==> config.mk <==
export PLATFORM = sky130hd
export DESIGN_NAME = tfn_div_step
export DESIGN_NICKNAME = d
export VERILOG_FILES = /design/src/hdl/triangle_face_normal_macros.svh /design/src/hdl/tfn_pkg.sv /design/src/hdl/tfn_div_step.sv
export SDC_FILE = /design/constraint.sdc
export NUM_CORES = 1
export LEC_CHECK = 0
export ABC_AREA = 1
export BUFFER_PORTS_ARGS = -buffer_cell sky130_fd_sc_hd__clkbuf_2
export CORE_MARGIN = 4
export CORE_UTILIZATION = 55
export CTS_BUF_LIST = sky130_fd_sc_hd__clkbuf_8
export CTS_CLUSTER_DIAMETER = 120
export DETAILED_ROUTE_END_ITERATION = 6
export HOLD_SLACK_MARGIN = 0.12
export PLACE_DENSITY = 0.93
export SETUP_SLACK_MARGIN = 0.2
export SYNTH_ARGS = -nofsm -noshare
export SYNTH_HDL_FRONTEND = slang
export SYNTH_SLANG_ARGS = --single-unit
==> constraint.sdc <==
create_clock -name clk -period 5.9 [get_ports clk]
set_input_delay 1.475 -clock clk [delete_from_list [all_inputs] [get_ports clk]]
set_output_delay 1.475 -clock clk [all_outputs]
set_load 0.005 [all_outputs]
==> src/hdl/triangle_face_normal_macros.svh <==
// Assertion macros for the triangle face normal RTL.
`ifndef TRIANGLE_FACE_NORMAL_MACROS_SVH
`define TRIANGLE_FACE_NORMAL_MACROS_SVH

`ifndef SYNTHESIS
`define TFN_ASSERT(name, prop) \
    name: assert property (@(posedge clk) disable iff (!rst_n) prop) \
        else $error("triangle_face_normal: assertion failed");
`define TFN_NEVER(name, expr) \
    name: assert property (@(posedge clk) disable iff (!rst_n) !(expr)) \
        else $error("triangle_face_normal: forbidden condition");
`else
`define TFN_ASSERT(name, prop)
`define TFN_NEVER(name, expr)
`endif

`endif

==> src/hdl/tfn_pkg.sv <==
// Widths, constants and types for the triangle face normal pipeline.
package tfn_pkg;

    localparam int COORD_W   = 16;
    localparam int NUM_COORD = 9;
    localparam int IN_DATA_W = COORD_W * NUM_COORD;
    localparam int EDGE_W    = COORD_W + 1;
    localparam int PROD_W    = 2 * EDGE_W;
    localparam int CROSS_W   = PROD_W + 1;
    localparam int MAG_W     = PROD_W;
    localparam int SUM_W     = 2 * MAG_W;
    localparam int ROOT_W    = 35;
    localparam int Q_W       = 15;
    localparam int N_W       = 16;
    localparam int OUT_DATA_W = 3 * N_W;
    localparam logic [Q_W-1:0] ONE_Q14 = Q_W'(16384);

    typedef struct packed {
        logic [2:0]            neg;
        logic [2:0][MAG_W-1:0] mag;
    } side_t;

endpackage

==> src/hdl/tfn_div_step.sv <==
// One quotient bit of the restoring divider for one normal component.
module tfn_div_step #(
    parameter bit FIRST = 1'b0
) (
    input  logic                       clk,
    input  logic                       en,
    input  logic [tfn_pkg::ROOT_W-1:0] rem_in,
    input  logic [tfn_pkg::Q_W-1:0]    q_in,
    input  logic [tfn_pkg::ROOT_W-1:0] len,
    output logic [tfn_pkg::ROOT_W-1:0] rem_reg,
    output logic [tfn_pkg::Q_W-1:0]    q_reg
);
    import tfn_pkg::*;

    logic [ROOT_W:0]   r_sh;
    logic [ROOT_W:0]   r_sub;
    logic              ge;
    logic [ROOT_W-1:0] rem_next;

    // first step takes the integer bit, the rest shift in one bit each
    always_comb
    begin
        r_sh     = FIRST ? {1'b0, rem_in} : {rem_in, 1'b0};
        r_sub    = r_sh - {1'b0, len};
        ge       = r_sh >= {1'b0, len};
        rem_next = ge ? r_sub[ROOT_W-1:0] : r_sh[ROOT_W-1:0];
    end

    always_ff @(posedge clk)
    begin
        if (en)
        begin
            rem_reg <= rem_next;
            q_reg   <= {q_in[Q_W-2:0], ge};
        end
    end

endmodule
==> key figures <==
Clock network
  • CTS hold repair buffers: 0
  • Post-CTS resize count: 0
  • Post-CTS Setup Bufs: 0
  • TritonCTS clock tree: done
  • Clock transition at path regs: 0.10 ns
  • Deepest clock path buffer count: 2
  • Num CTS Buffers: 5
  • Clock Tree Root: clkbuf_8
  • CTS sink count: 50
  • H-Tree Depth: 2

Yosys
  • Syn Area/Cell: 6.68 um^2
  • Post-Syn Instances: 724
  • Post-synthesis net count: 847
  • Unique masters post-synth: 34
  • #FFs+latches synth: 50
  • Cell Area, Synth: 0.00484 mm^2
  • Ys flop type: edfxtp_1
  • Number of flops mapped to enable cells by yosys: 50
  • Sequential share of the synthesized area: 31.0%
  • Yosys warning count: 0
  • Ys async rst share: 0%

Setup path
  • Most frequent cell on the critical path: nand2_1
  • CP cell instances: clkbuf_2 > ha_1 > nand2_1 > inv_1 > a21oi_1 > nand2_1 > a21oi_4 > nand4_4 > o21ai_0
  • Crit. End Element: register
  • WS Path Type: primary input to register
  • Critical Path Start Type: primary input
  • Max FO, Critical Path: 29
  • Crit path DAT: 4.04 ns
  • Worst path required time: 5.94 ns
  • Slowest cell delay on critical path: 0.64 ns
  • Slowest CP cell: o21ai_0

Finish
  • Layout area overhead: 17.3%
  • Flip-flop count of the largest register after layout: 35
  • Fraction of layout cells with a size suffix above 1: 20.6%
  • Nets: 982
  • Layout fillers: 749
  • N_diodes: 0
  • Final Instance Count excl. Fillers: 964
  • Post-route cell area: 0.00567 mm^2

Placement
  • Placer congestion estimate: 0.952
  • DP Area: 0.00559 mm^2
  • Post-Place Cells: 957
  • Final HPWL DP: 11.1 mm
  • IO Port Bufs: 135

Global route
  • First-pass GRT wire length: 20.6 mm
  • Congestion Overflow GR: 0
  • Largest net degree at the start of global routing: 51
  • Initial antenna violation count: 0
  • Total GRT Usage: 25.5%
  • Vias in the first global route: 4,451

STA
  • Final Critical Period: 4.00 ns
  • Slew Viols, Final: 0
  • Setup TNS: 0 ns
  • Pin slew with the least headroom to its limit: 0.651 ns
  • Final hold violations: 0
  • Final-report setup violation count: 0
  • RSZ-0062 raised after global routing: no
  • FMAX: 250 MHz
  • Relative slew slack: 56.6%
  • Final Cycle Share: 67.8%

Routing
  • DRT Pass-1 Iters: 5
  • DRT iter0 DRCs: 383
  • Post-route DRC: 0
  • ANT nets after route: 0
  • Routed vias/inst: 5.14
  • Vias: 4,951
  • Routed wire length: 13.3 mm
  • DR WL/cell: 13.8 um

Die
  • Core area: 0.00838 mm^2
  • Die Area: 0.0104 mm^2
  • # IOs: 137
  • Die span in x: 102 um
  • DIE HEIGHT: 102 um
  • # rows: 33
  • Initial Util: 57.7%

Power and ir drop
  • Leak pwr: 3.25 nW
  • Final Total Pwr: 1.09 mW
  • Max IR drop VDD: 0.0853 mV
  • Power per cell area: 192 mW/mm^2

Outcome
  • Status: complete, no violations

Min path
  • Worst min path class: primary input to register

Job
  • MaxCap Viol Count: 0
stage by stage:
step | util [%] | worst slack [ns] | hold WS (ns)
global route | 67.7 | 1.76 | 1.33
finish | 67.7 | 1.90 | 1.34
detailed placement | 66.7 | 1.63 | 1.65
global placement | 66.7 | 1.70 | 1.65
CTS | 67.7 | 1.96 | 1.33
floorplan | - | 2.74 | 1.57
report_power, final:
group          internal [mW]  switching, mW  total (mW)
registers              0.448         0.0108       0.459
clock network         0.0813          0.122       0.203
logic                  0.161          0.264       0.425
total                  0.691          0.397        1.09
cell usage after synthesis (2+ instances only):
| cell type | instances | area share (%) |
|---|---|---|
| nor2_2 | 5 | 0.65 |
| nor2_4 | 2 | 0.47 |
| o21ai_0 | 33 | 3.4 |
| nor3_1 | 5 | 0.52 |
| nand3_1 | 25 | 2.6 |
| nand3b_1 | 7 | 1.1 |
| inv_1 | 152 | 12 |
| edfxtp_1 | 50 | 31 |
| nor4_1 | 2 | 0.26 |
| nand2_1 | 248 | 19 |
| nand3_2 | 10 | 2.1 |
| nand4_1 | 14 | 1.8 |
| nand2_2 | 5 | 0.65 |
| buf_2 | 5 | 0.52 |
| nor3_2 | 2 | 0.41 |
| a21oi_1 | 30 | 3.1 |
| o21bai_1 | 4 | 0.62 |
| nor2_1 | 52 | 4.0 |
| xor2_1 | 16 | 2.9 |
| clkbuf_1 | 2 | 0.16 |
| ha_1 | 35 | 9.1 |
| inv_2 | 6 | 0.47 |
| and2_1 | 2 | 0.26 |
| xnor2_1 | 2 | 0.36 |
worst paths after layout:
kind                  startpoint           to  slack, ns  depth (start not counted)
worst min-delay path     q_in[9]    q_reg[10]       1.34                          1
worst max-delay path  rem_in[26]  rem_reg[19]       1.90                          9
final cells by class:
| class | count | area, um^2 | share of cell area, % |
|---|---|---|---|
| Clock inverter | 2 | 15.0 | 0.265 |
| Tap cell | 105 | 131 | 2.32 |
| Clock buffer | 5 | 68.8 | 1.21 |
| Sequential cell | 50 | 1500 | 26.5 |
| Timing Repair Buffer | 137 | 691 | 12.2 |
| Multi-Input combinational cell | 506 | 2670 | 47.1 |
| Inverter | 159 | 597 | 10.5 |
cells by family after synthesis:
family,Yosys count,share of synthesized area [%]
buf+inv,168,13.7
xor+xnor,18,3.26
simple gates,382,34.7
compound gates,70,7.74
flops,50,31.0
fa+ha+maj,36,9.47
critical path, delay by kind of cell:
| family | cells | cell delay, ns |
|---|---|---|
| AND/OR/NAND/NOR | 3 | 0.77 |
| buffers and inverters | 2 | 0.16 |
| AO/OA/AOI/OAI | 3 | 1.25 |
| adder cells (fa/ha/maj) | 1 | 0.37 |
routing by layer:
metal  routed length, um  part of all wire [%]  vias to the layer above  global-route usage, %
met3                1200                   9.0                       17                   2.89
met2                6170                    46                      220                   42.2
li1                    -                     -                     2533                      -
met1                5760                    43                     2181                   35.8
met5                   0                     0                        -                      0
met4                 190                   1.4                        0                   5.83
placed cells by master, fill, tap and decap left out, types with 2 or more instances in the layout:
| cell | instances |
|---|---|
| nand2_1 | 248 |
| a21oi_1 | 30 |
| o21ai_0 | 33 |
| edfxtp_1 | 50 |
| nand2_2 | 5 |
| nor4_1 | 2 |
| o21bai_1 | 4 |
| xnor2_1 | 2 |
| nor3_2 | 2 |
| nor3_1 | 5 |
| inv_1 | 152 |
| clkinvlp_4 | 2 |
| nor2_2 | 5 |
| xor2_1 | 16 |
| and2_1 | 2 |
| nand3_1 | 25 |
| clkbuf_2 | 135 |
| nand3_2 | 10 |
| ha_1 | 35 |
| nor2_1 | 52 |
| nand3b_1 | 7 |
| buf_4 | 2 |
| nor2_4 | 2 |
| nand4_1 | 14 |
| clkbuf_8 | 5 |
| inv_2 | 6 |
No activity file was read; power rests on OpenSTA's default activity.
