### src/hdl/triangle_face_normal_macros.svh
// Assertion macros for the triangle face normal RTL.
`ifndef TRIANGLE_FACE_NORMAL_MACROS_SVH
`define TRIANGLE_FACE_NORMAL_MACROS_SVH

`ifndef SYNTHESIS
`define TFN_ASSERT(name, prop) \
    name: assert property (@(posedge clk) disable iff (!rst_n) prop) \
        else $error("triangle_face_normal: assertion failed");
`define TFN_NEVER(name, expr) \
    name: assert property (@(posedge clk) disable iff (!rst_n) !(expr)) \
        else $error("triangle_face_normal: forbidden condition");
`else
`define TFN_ASSERT(name, prop)
`define TFN_NEVER(name, expr)
`endif

`endif

### src/hdl/tfn_pkg.sv
// Widths, constants and types for the triangle face normal pipeline.
package tfn_pkg;

    localparam int COORD_W   = 16;
    localparam int NUM_COORD = 9;
    localparam int IN_DATA_W = COORD_W * NUM_COORD;
    localparam int EDGE_W    = COORD_W + 1;
    localparam int PROD_W    = 2 * EDGE_W;
    localparam int CROSS_W   = PROD_W + 1;
    localparam int MAG_W     = PROD_W;
    localparam int SUM_W     = 2 * MAG_W;
    localparam int ROOT_W    = 35;
    localparam int Q_W       = 15;
    localparam int N_W       = 16;
    localparam int OUT_DATA_W = 3 * N_W;
    localparam logic [Q_W-1:0] ONE_Q14 = Q_W'(16384);

    typedef struct packed {
        logic [2:0]            neg;
        logic [2:0][MAG_W-1:0] mag;
    } side_t;

endpackage

### src/hdl/tfn_sqrt_step.sv
// One digit of the pipelined integer square root: trial subtract and register.
module tfn_sqrt_step #(
    parameter int BIT = 0
) (
    input  logic                       clk,
    input  logic                       en,
    input  logic [tfn_pkg::SUM_W-1:0]  rem_in,
    input  logic [tfn_pkg::ROOT_W-1:0] root_in,
    output logic [tfn_pkg::SUM_W-1:0]  rem_reg,
    output logic [tfn_pkg::ROOT_W-1:0] root_reg
);
    import tfn_pkg::*;

    localparam int TW = SUM_W + 3;

    logic [TW-1:0]     trial;
    logic              take;
    logic [SUM_W-1:0]  rem_next;
    logic [ROOT_W-1:0] root_next;

    // root only has bits above BIT here, so the two terms never overlap
    always_comb
    begin
        trial     = (TW'(root_in) << (BIT + 1)) | (TW'(1) << (2 * BIT));
        take      = TW'(rem_in) >= trial;
        rem_next  = take ? (rem_in - trial[SUM_W-1:0]) : rem_in;
        root_next = take ? (root_in | (ROOT_W'(1) << BIT)) : root_in;
    end

    always_ff @(posedge clk)
    begin
        if (en)
        begin
            rem_reg  <= rem_next;
            root_reg <= root_next;
        end
    end

endmodule

### config.mk
export PLATFORM = sky130hd
export DESIGN_NAME = tfn_sqrt_step
export DESIGN_NICKNAME = d
export VERILOG_FILES = /design/src/hdl/triangle_face_normal_macros.svh /design/src/hdl/tfn_pkg.sv /design/src/hdl/tfn_sqrt_step.sv
export SDC_FILE = /design/constraint.sdc
export NUM_CORES = 1
export LEC_CHECK = 0
export BUFFER_PORTS_ARGS = -buffer_cell sky130_fd_sc_hd__buf_2
export CORE_MARGIN = 8
export CORE_UTILIZATION = 52
export DETAILED_ROUTE_END_ITERATION = 6
export PLACE_DENSITY = 0.81
export SYNTH_ARGS = -nofsm -noshare
export SYNTH_HDL_FRONTEND = slang
export SYNTH_SLANG_ARGS = --single-unit
export TNS_END_PERCENT = 10
### constraint.sdc
create_clock -name clk -period 3.6 [get_ports clk]
set_input_delay 0.36 -clock clk [delete_from_list [all_inputs] [get_ports clk]]
set_output_delay 0.36 -clock clk [all_outputs]
set_load 0.02 [all_outputs]
==> results.cfg, run 1 <==
[outcome]
outcome = finished clean

[die]
die_area_sq_um = 16900
die-height_um = 130
num_io_pins = 208
core_area_sq_um = 12700
initial_core_util = 0.534
num_rows = 41
die_w_um = 130

[sta]
rsz0062_at_grt = no
slew_headroom = 0.459
drv_slew = 0
tns_ns = 0
max_slew.worst_pin.slew_ns = 0.810
min_period_ns = 2.98
clock.fmax_mhz = 336
finalCritPeriodShare = 0.827
setup_violations = 0
hold_viol_final = 0

[grt]
grt_max_degree = 63
grt_usage = 0.209
grt_pass1_wl_um = 27400
grt-busiest-layer = met2
grt_pass1_vias = 5515
grtUsageMet1 = 0.248
grt_overflow = 0
met2_usage = 0.361
grtUsageMet3 = 0.0551
antenna_found_initial = 1

[detailed_routing]
routed_wirelength_um = 17900
num_vias = 5747
drt_iter0_drc = 416
drc_errors = 0
final_antenna_net_count = 0
wl_per_cell_um = 17.5
viasPerCell = 5.59
first_pass_iters = 5

[synthesis]
async_reset_ff_frac = 0
yosys.cell_types.count = 71
synth-edff-count = 103
synth_ff_type = edfxtp_1
synth.avg_cell_area_sq_um = 10.2
yosys_register_bits = 103
yosysWarnings = 0
syn_nets = 803
netlist_area_sq_um = 6760
yosysSeqAreaShare = 0.457
synth_cells = 661

[worst_setup_path]
worstSetupStartpointType = input port
critPathKind = in -> reg
cp_data_arrival_time_ns = 3.09
cp_max_fo = 16
startpoint = root_in[23]
crit_path_end_kind = register
required_ns = 3.71
endpoint = rem_reg[42]$_DFFE_PP_

[cells_and_area]
layout_common_cells = buf_2, edfxtp_1, nand2_1, xnor2_1, a21oi_1
nets = 993
n_antenna_cell = 0
layout_commonest_cell = buf_2
largest_reg_flops = 68
areaGrowthSynthToFinish_pct = 20.5
drive_gt1_frac = 0.306

[power_and_ir_drop]
finalPower_uw = 3400
p_per_area_nw_per_um2 = 417
max-vdd-ir-drop_v = 0.000238
p_leak_uw = 0.00339

[clock_tree]
cts.sinks = 103
cts-root-buf = clkbuf_16
clk_path_buf_depth = 2
ctsResizeCount = 0
postCtsSetupBuffers = 0
clkSlewWorstSetupHoldPaths_ns = 0.07
cts_buffers = 9
h-tree-depth = 3
tritoncts = built
holdBufCountCts = 0

[placed_design]
port_buffers = 207
routabilityCongestion = 0.905
hpwl_um = 14200

[job]
maxCapViolations = 0

[hold_path]
min_path_type = in -> reg
==> worst min path at each step <==
stage               slack (ns)  cells after the start        start                endpoint
floorplan                 0.46                      0  root_in[10]  root_reg[10]$_DFFE_PP_
global placement          0.55                      1  root_in[24]  root_reg[24]$_DFFE_PP_
detailed placement        0.55                      1  root_in[24]  root_reg[24]$_DFFE_PP_
CTS                       0.18                      1  root_in[30]  root_reg[30]$_DFFE_PP_
global route              0.18                      1  root_in[30]  root_reg[30]$_DFFE_PP_
finish                    0.19                      1  root_in[24]  root_reg[24]$_DFFE_PP_
==> power by group <==
group / internal (uW) / switching (uW) / total (uW)
Sequential: 1480 / 30.8 / 1520
Clock: 473 / 446 / 918
Combinational: 351 / 614 / 964
Total: 2310 / 1090 / 3400
==> synthesized netlist by cell type, types with 3 or more instances <==
master / number / area, sq um
and3_1: 3 / 18.8
edfxtp_1: 103 / 3090
nand2b_1: 5 / 31.3
mux2_2: 6 / 67.6
o21bai_1: 3 / 22.5
a211oi_2: 4 / 50.1
a211o_1: 3 / 26.3
ha_1: 36 / 450
nor2_1: 41 / 154
xnor2_1: 49 / 429
inv_1: 45 / 169
nand3b_1: 3 / 22.5
nand3_1: 22 / 110
a21o_1: 18 / 135
nor3_1: 13 / 65.1
o21ai_0: 37 / 185
or3_1: 5 / 31.3
o21ai_1: 10 / 50.1
a21oi_1: 48 / 240
nand4_1: 21 / 131
buf_2: 22 / 110
xor2_1: 16 / 140
nor4_1: 6 / 37.5
nand2_1: 69 / 259
nand4b_1: 8 / 70.1
buf_4: 9 / 67.6
==> cell type report <==
| class | count | area [sq um] |
|---|---|---|
| clock buffers | 12 | 236 |
| multi-input cells | 476 | 3290 |
| flip-flops and latches | 103 | 3090 |
| clock inverters | 4 | 31.3 |
| fillers | 1032 | 4520 |
| well taps | 172 | 215 |
| inverters | 46 | 173 |
| repair buffers | 215 | 1110 |
==> per-layer routing <==
layer,wire length (um),vias up,part of all wire
li1,-,2790,-
met1,7330,2685,0.41
met2,8940,244,0.50
met3,1400,26,0.078
met4,274,2,0.015
met5,12,-,0.00067
==> critical path, stage by stage <==
cell	delay, ns
buf_2	0.09
inv_1	0.04
ha_1	0.40
a21oi_1	0.27
nand2_1	0.09
a221o_1	0.36
a211oi_2	0.22
o211ai_2	0.17
a2bb2oi_2	0.69
nand4_1	0.22
xnor2_1	0.17
==> logic make-up (layout without fill, tap and decap cells) <==
| group | Yosys count | after routing | synth area share |
|---|---|---|---|
| muxes | 6 | 6 | 0.00999 |
| and+or+nand+nor | 212 | 212 | 0.165 |
| xor gates and xnor gates | 65 | 65 | 0.0842 |
| adders and majority gates | 37 | 37 | 0.0696 |
| AOI/OAI and AO/OA | 156 | 156 | 0.157 |
| buffers and inverters | 82 | 277 | 0.0570 |
| DFF | 103 | 103 | 0.457 |
==> per-stage QoR <==
step,instances,util,worst slack (ns),hold slack (ns),cell area [sq um]
floorplan,661,-,0.884,0.459,6760
global placement,1012,0.622,0.345,0.551,7880
detailed placement,1012,0.622,0.330,0.552,7880
CTS,1028,0.643,0.713,0.178,8150
global route,1028,0.643,0.502,0.175,8150
finish,1028,0.643,0.624,0.186,8150
Power figures use the tool's default switching activity.
==> run 2, diff against run 1 <==
==> constraint.sdc (replaced) <==
create_clock -name clk -period 3.1 [get_ports clk]
set_input_delay 0.31 -clock clk [delete_from_list [all_inputs] [get_ports clk]]
set_output_delay 0.31 -clock clk [all_outputs]
set_load 0.02 [all_outputs]
==> results.cfg, run 2 (same netlist as run 1, synthesis figures left out) <==
[placed_design]
dpl_cell_area_sq_um = 8260
port_buffers = 207
routabilityCongestion = 0.886
hpwl_um = 14700

[detailed_routing]
routed_wirelength_um = 18200
drt_iter0_drc = 391
viasPerCell = 5.47
wl_per_cell_um = 17.0
drc_errors = 0
first_pass_iters = 5
num_vias = 5882
final_antenna_net_count = 0

[hold_path]
hold_depth = 1
min_to = root_reg[21]$_DFFE_PP_
hp-start = root_in[21]
min_path_type = in -> reg

[sta]
hold_viol_final = 0
finalCritPeriodShare = 0.925
max_slew.worst_pin.slew_ns = 0.810
drv_slew = 0
setup_violations = 0
rsz0062_at_grt = no
slew_headroom = 0.460
clock.fmax_mhz = 349
min_period_ns = 2.87

[die]
core_area_sq_um = 12700
initial_core_util = 0.534
num_io_pins = 208
die-height_um = 130
die_w_um = 130
die_area_sq_um = 16900
num_rows = 41

[clock_tree]
cts.sinks = 103
clkSlewWorstSetupHoldPaths_ns = 0.06
clk_path_buf_depth = 2
postCtsSetupBuffers = 0
ctsResizeCount = 0
holdBufCountCts = 0
cts-root-buf = clkbuf_16
cts_buffers = 9
h-tree-depth = 3
tritoncts = built

[cells_and_area]
multi_input_area_sq_um = 3290
layout_common_cells = buf_2, edfxtp_1, nand2_1, buf_4, xnor2_1
layout_commonest_cell = buf_2
areaGrowthSynthToFinish_pct = 25.9
drive_gt1_frac = 0.341
stdcell_area_sq_um = 8520
final_core_utilization = 0.672
nets = 1040
fillers = 1035
seqCellArea_sq_um = 3090
n_antenna_cell = 0
largest_reg_flops = 68

[outcome]
outcome = finished clean

[grt]
grt_usage = 0.215
grt_max_degree = 59
antenna_found_initial = 1
grt_pass1_vias = 5875
grt_overflow = 0
grt_pass1_wl_um = 28400

[job]
maxCapViolations = 0

[worst_setup_path]
cp_slowest_cell = a2bb2oi_2
crit_path_end_kind = register
crit_buf_inv = 1
cp_data_arrival_time_ns = 2.97
critPathMaxStageDelay_ns = 0.68
cp_top_family = compound AO/OA/AOI/OAI gates
worstSetupStartpointType = input port
path_cells = buf_2 -> ha_1 -> a21oi_1 -> nand2_1 -> a221o_1 -> a211oi_2 -> o211ai_2 -> a2bb2oi_2 -> nand4_1 -> xnor2_1
cp_max_fo = 16
critPathKind = in -> reg
required_ns = 3.20

[power_and_ir_drop]
p_per_area_nw_per_um2 = 465
max-vdd-ir-drop_v = 0.000226
p_leak_uw = 0.00364
[run 2: how the worst max path moves through the flow]
stage / start / end / slack (ns) / cells after the start
final: rem_in[24] / rem_reg[66]$_DFFE_PP_ / 0.23 / 10
after global routing: root_in[21] / rem_reg[65]$_DFFE_PP_ / 0.04 / 13
after CTS: rem_in[24] / rem_reg[66]$_DFFE_PP_ / 0.27 / 10
after detailed placement: rem_in[24] / rem_reg[66]$_DFFE_PP_ / -0.05 / 10
after global placement: root_in[22] / rem_reg[65]$_DFFE_PP_ / -0.08 / 13
after floorplan: rem_in[1] / rem_reg[65]$_DFFE_PP_ / 0.43 / 12
[run 2: power by group]
part	internal, uW	switching (uW)	total (uW)	leakage, uW
combinational	461	722	1180	0.00250
clock	529	487	1020	0.000129
sequential	1730	38.0	1760	0.00101
total	2720	1250	3960	0.00364
[run 2: routing by layer]
layer | part of all wire | vias to the layer above | GRT usage | routed length, um
met5 | 0.00071 | - | 0 | 13
met4 | 0.025 | 2 | 0.0888 | 463
met3 | 0.074 | 35 | 0.0502 | 1350
met2 | 0.49 | 237 | 0.368 | 9000
met1 | 0.41 | 2717 | 0.254 | 7420
li1 | - | 2891 | - | -
[run 2: metrics by stage]
stage | hold WS, ns | worst slack [ns] | setup TNS (ns) | cells | total power (uW)
floorplan | 0.409 | 0.434 | 0 | 661 | 2520
global placement | 0.501 | -0.0793 | -0.682 | 1059 | 2950
detailed placement | 0.502 | -0.0519 | -0.530 | 1059 | 2970
CTS | 0.130 | 0.268 | 0 | 1075 | 3980
global route | 0.130 | 0.0413 | 0 | 1075 | 4150
finish | 0.141 | 0.232 | 0 | 1075 | 3960
[run 2: area by class of cell]
class / count / share of cell area
multi-input cells: 476 / 0.386
flip-flops and latches: 103 / 0.363
repair buffers: 262 / 0.175
clock buffers: 9 / 0.0264
well taps: 172 / 0.0253
inverters: 46 / 0.0203
clock inverters: 7 / 0.00353
==> run 3, diff against run 2 <==
--- a/config.mk
+++ b/config.mk
@@ -9,7 +9,7 @@
 export CORE_MARGIN = 8
 export CORE_UTILIZATION = 52
 export DETAILED_ROUTE_END_ITERATION = 6
-export PLACE_DENSITY = 0.81
+export PLACE_DENSITY = 0.78
 export SYNTH_ARGS = -nofsm -noshare
 export SYNTH_HDL_FRONTEND = slang
 export SYNTH_SLANG_ARGS = --single-unit
==> results.cfg, run 3 (same netlist as run 1, synthesis figures left out) <==
[hold_path]
min_path_type = in -> reg

[grt]
grt_max_degree = 61
grt_overflow = 0
grt_usage = 0.211
antenna_found_initial = 4
grt_pass1_wl_um = 28000
grt_pass1_vias = 5933

[worst_setup_path]
worstSetupStartpointType = input port
cp_data_arrival_time_ns = 2.92
cp_slowest_cell = a2bb2oi_2
required_ns = 3.21
critPathMaxStageDelay_ns = 0.63
crit_path_end_kind = register
path_cells = buf_2 -> ha_1 -> a21oi_1 -> o21ai_0 -> a221o_1 -> a211oi_2 -> o211ai_2 -> a2bb2oi_2 -> nand4b_1 -> xnor2_1
cp_max_fo = 16
critPathKind = in -> reg

[sta]
drv_slew = 0
setup_violations = 0
slew_headroom = 0.501
min_period_ns = 2.81
rsz0062_at_grt = no
max_slew.worst_pin.slew_ns = 0.747
hold_viol_final = 0
finalCritPeriodShare = 0.908
clock.fmax_mhz = 355
finalWorstSetupSlack_ns = 0.286

[cells_and_area]
final_core_utilization = 0.671
multi_input_area_sq_um = 3290
fillers = 981
fin_cells = 1067
seqCellArea_sq_um = 3090
layout_commonest_cell = buf_2
layout_common_cells = buf_2, edfxtp_1, nand2_1, xnor2_1, a21oi_1
largest_reg_flops = 68
areaGrowthSynthToFinish_pct = 25.8
nets = 1029
drive_gt1_frac = 0.336

[power_and_ir_drop]
p_leak_uw = 0.00362
max-vdd-ir-drop_v = 0.000390
p_per_area_nw_per_um2 = 488

[clock_tree]
cts.sinks = 103
cts-root-buf = clkbuf_16
postCtsSetupBuffers = 0
holdBufCountCts = 0
cts_buffers = 9
clk_path_buf_depth = 2
ctsResizeCount = 0
clkSlewWorstSetupHoldPaths_ns = 0.07
h-tree-depth = 3
tritoncts = built

[placed_design]
hpwl_um = 14400
post-place-ws_ns = -0.0473
place_inst = 1048
port_buffers = 207
routabilityCongestion = 0.872

[die]
die_w_um = 130
num_rows = 41
num_io_pins = 208
core_area_sq_um = 12700
die-height_um = 130
initial_core_util = 0.534
die_area_sq_um = 16900

[detailed_routing]
drc_errors = 0
first_pass_iters = 5
num_vias = 5899
routed_wirelength_um = 18100
drt_iter0_drc = 440
viasPerCell = 5.53
final_antenna_net_count = 0
wl_per_cell_um = 17.0

[job]
maxCapViolations = 0

[outcome]
outcome = finished clean
[run 3: worst max-delay path, delay by kind of cell]
family	cells	cell delay, ns
compound gates	6	1.76
xor+xnor	1	0.17
fa+ha+maj	1	0.36
buf+inv	1	0.11
simple gates	1	0.22
[run 3: final timing paths]
| kind | start | end | slack, ns | depth (start not counted) |
|---|---|---|---|---|
| worst max-delay path | rem_in[21] | rem_reg[50]$_DFFE_PP_ | 0.29 | 10 |
| worst min-delay path | root_in[32] | root_reg[32]$_DFFE_PP_ | 0.14 | 1 |
[run 3: final cells by class]
class,count,share of cell area
multi-input cells,476,0.387
flip-flops and latches,103,0.364
repair buffers,251,0.165
clock buffers,10,0.0269
well taps,172,0.0253
inverters,46,0.0203
clock inverters,6,0.0107
diodes,3,0.000883
[run 3: where the power goes]
part / switching, uW / internal [uW]
sequential: 35.4 / 1720
combinational: 719 / 444
clock: 515 / 715
[run 3: stage by stage]
step / power [uW] / area [sq um] / setup TNS [ns] / hold slack [ns]
finish: 4150 / 8510 / 0 / 0.140
global route: 4330 / 8500 / 0 / 0.134
CTS: 4180 / 8500 / 0 / 0.134
detailed placement: 2940 / 8180 / -0.240 / 0.502
global placement: 2930 / 8180 / -0.0574 / 0.501
floorplan: 2520 / 6760 / 0 / 0.409
[run 3: routing by layer]
| layer | track usage | up-vias | wire length, um |
|---|---|---|---|
| met5 | 0 | - | 8 |
| met4 | 0.0936 | 2 | 539 |
| met3 | 0.0510 | 43 | 1390 |
| met2 | 0.359 | 239 | 8800 |
| met1 | 0.247 | 2733 | 7370 |
| li1 | - | 2882 | - |
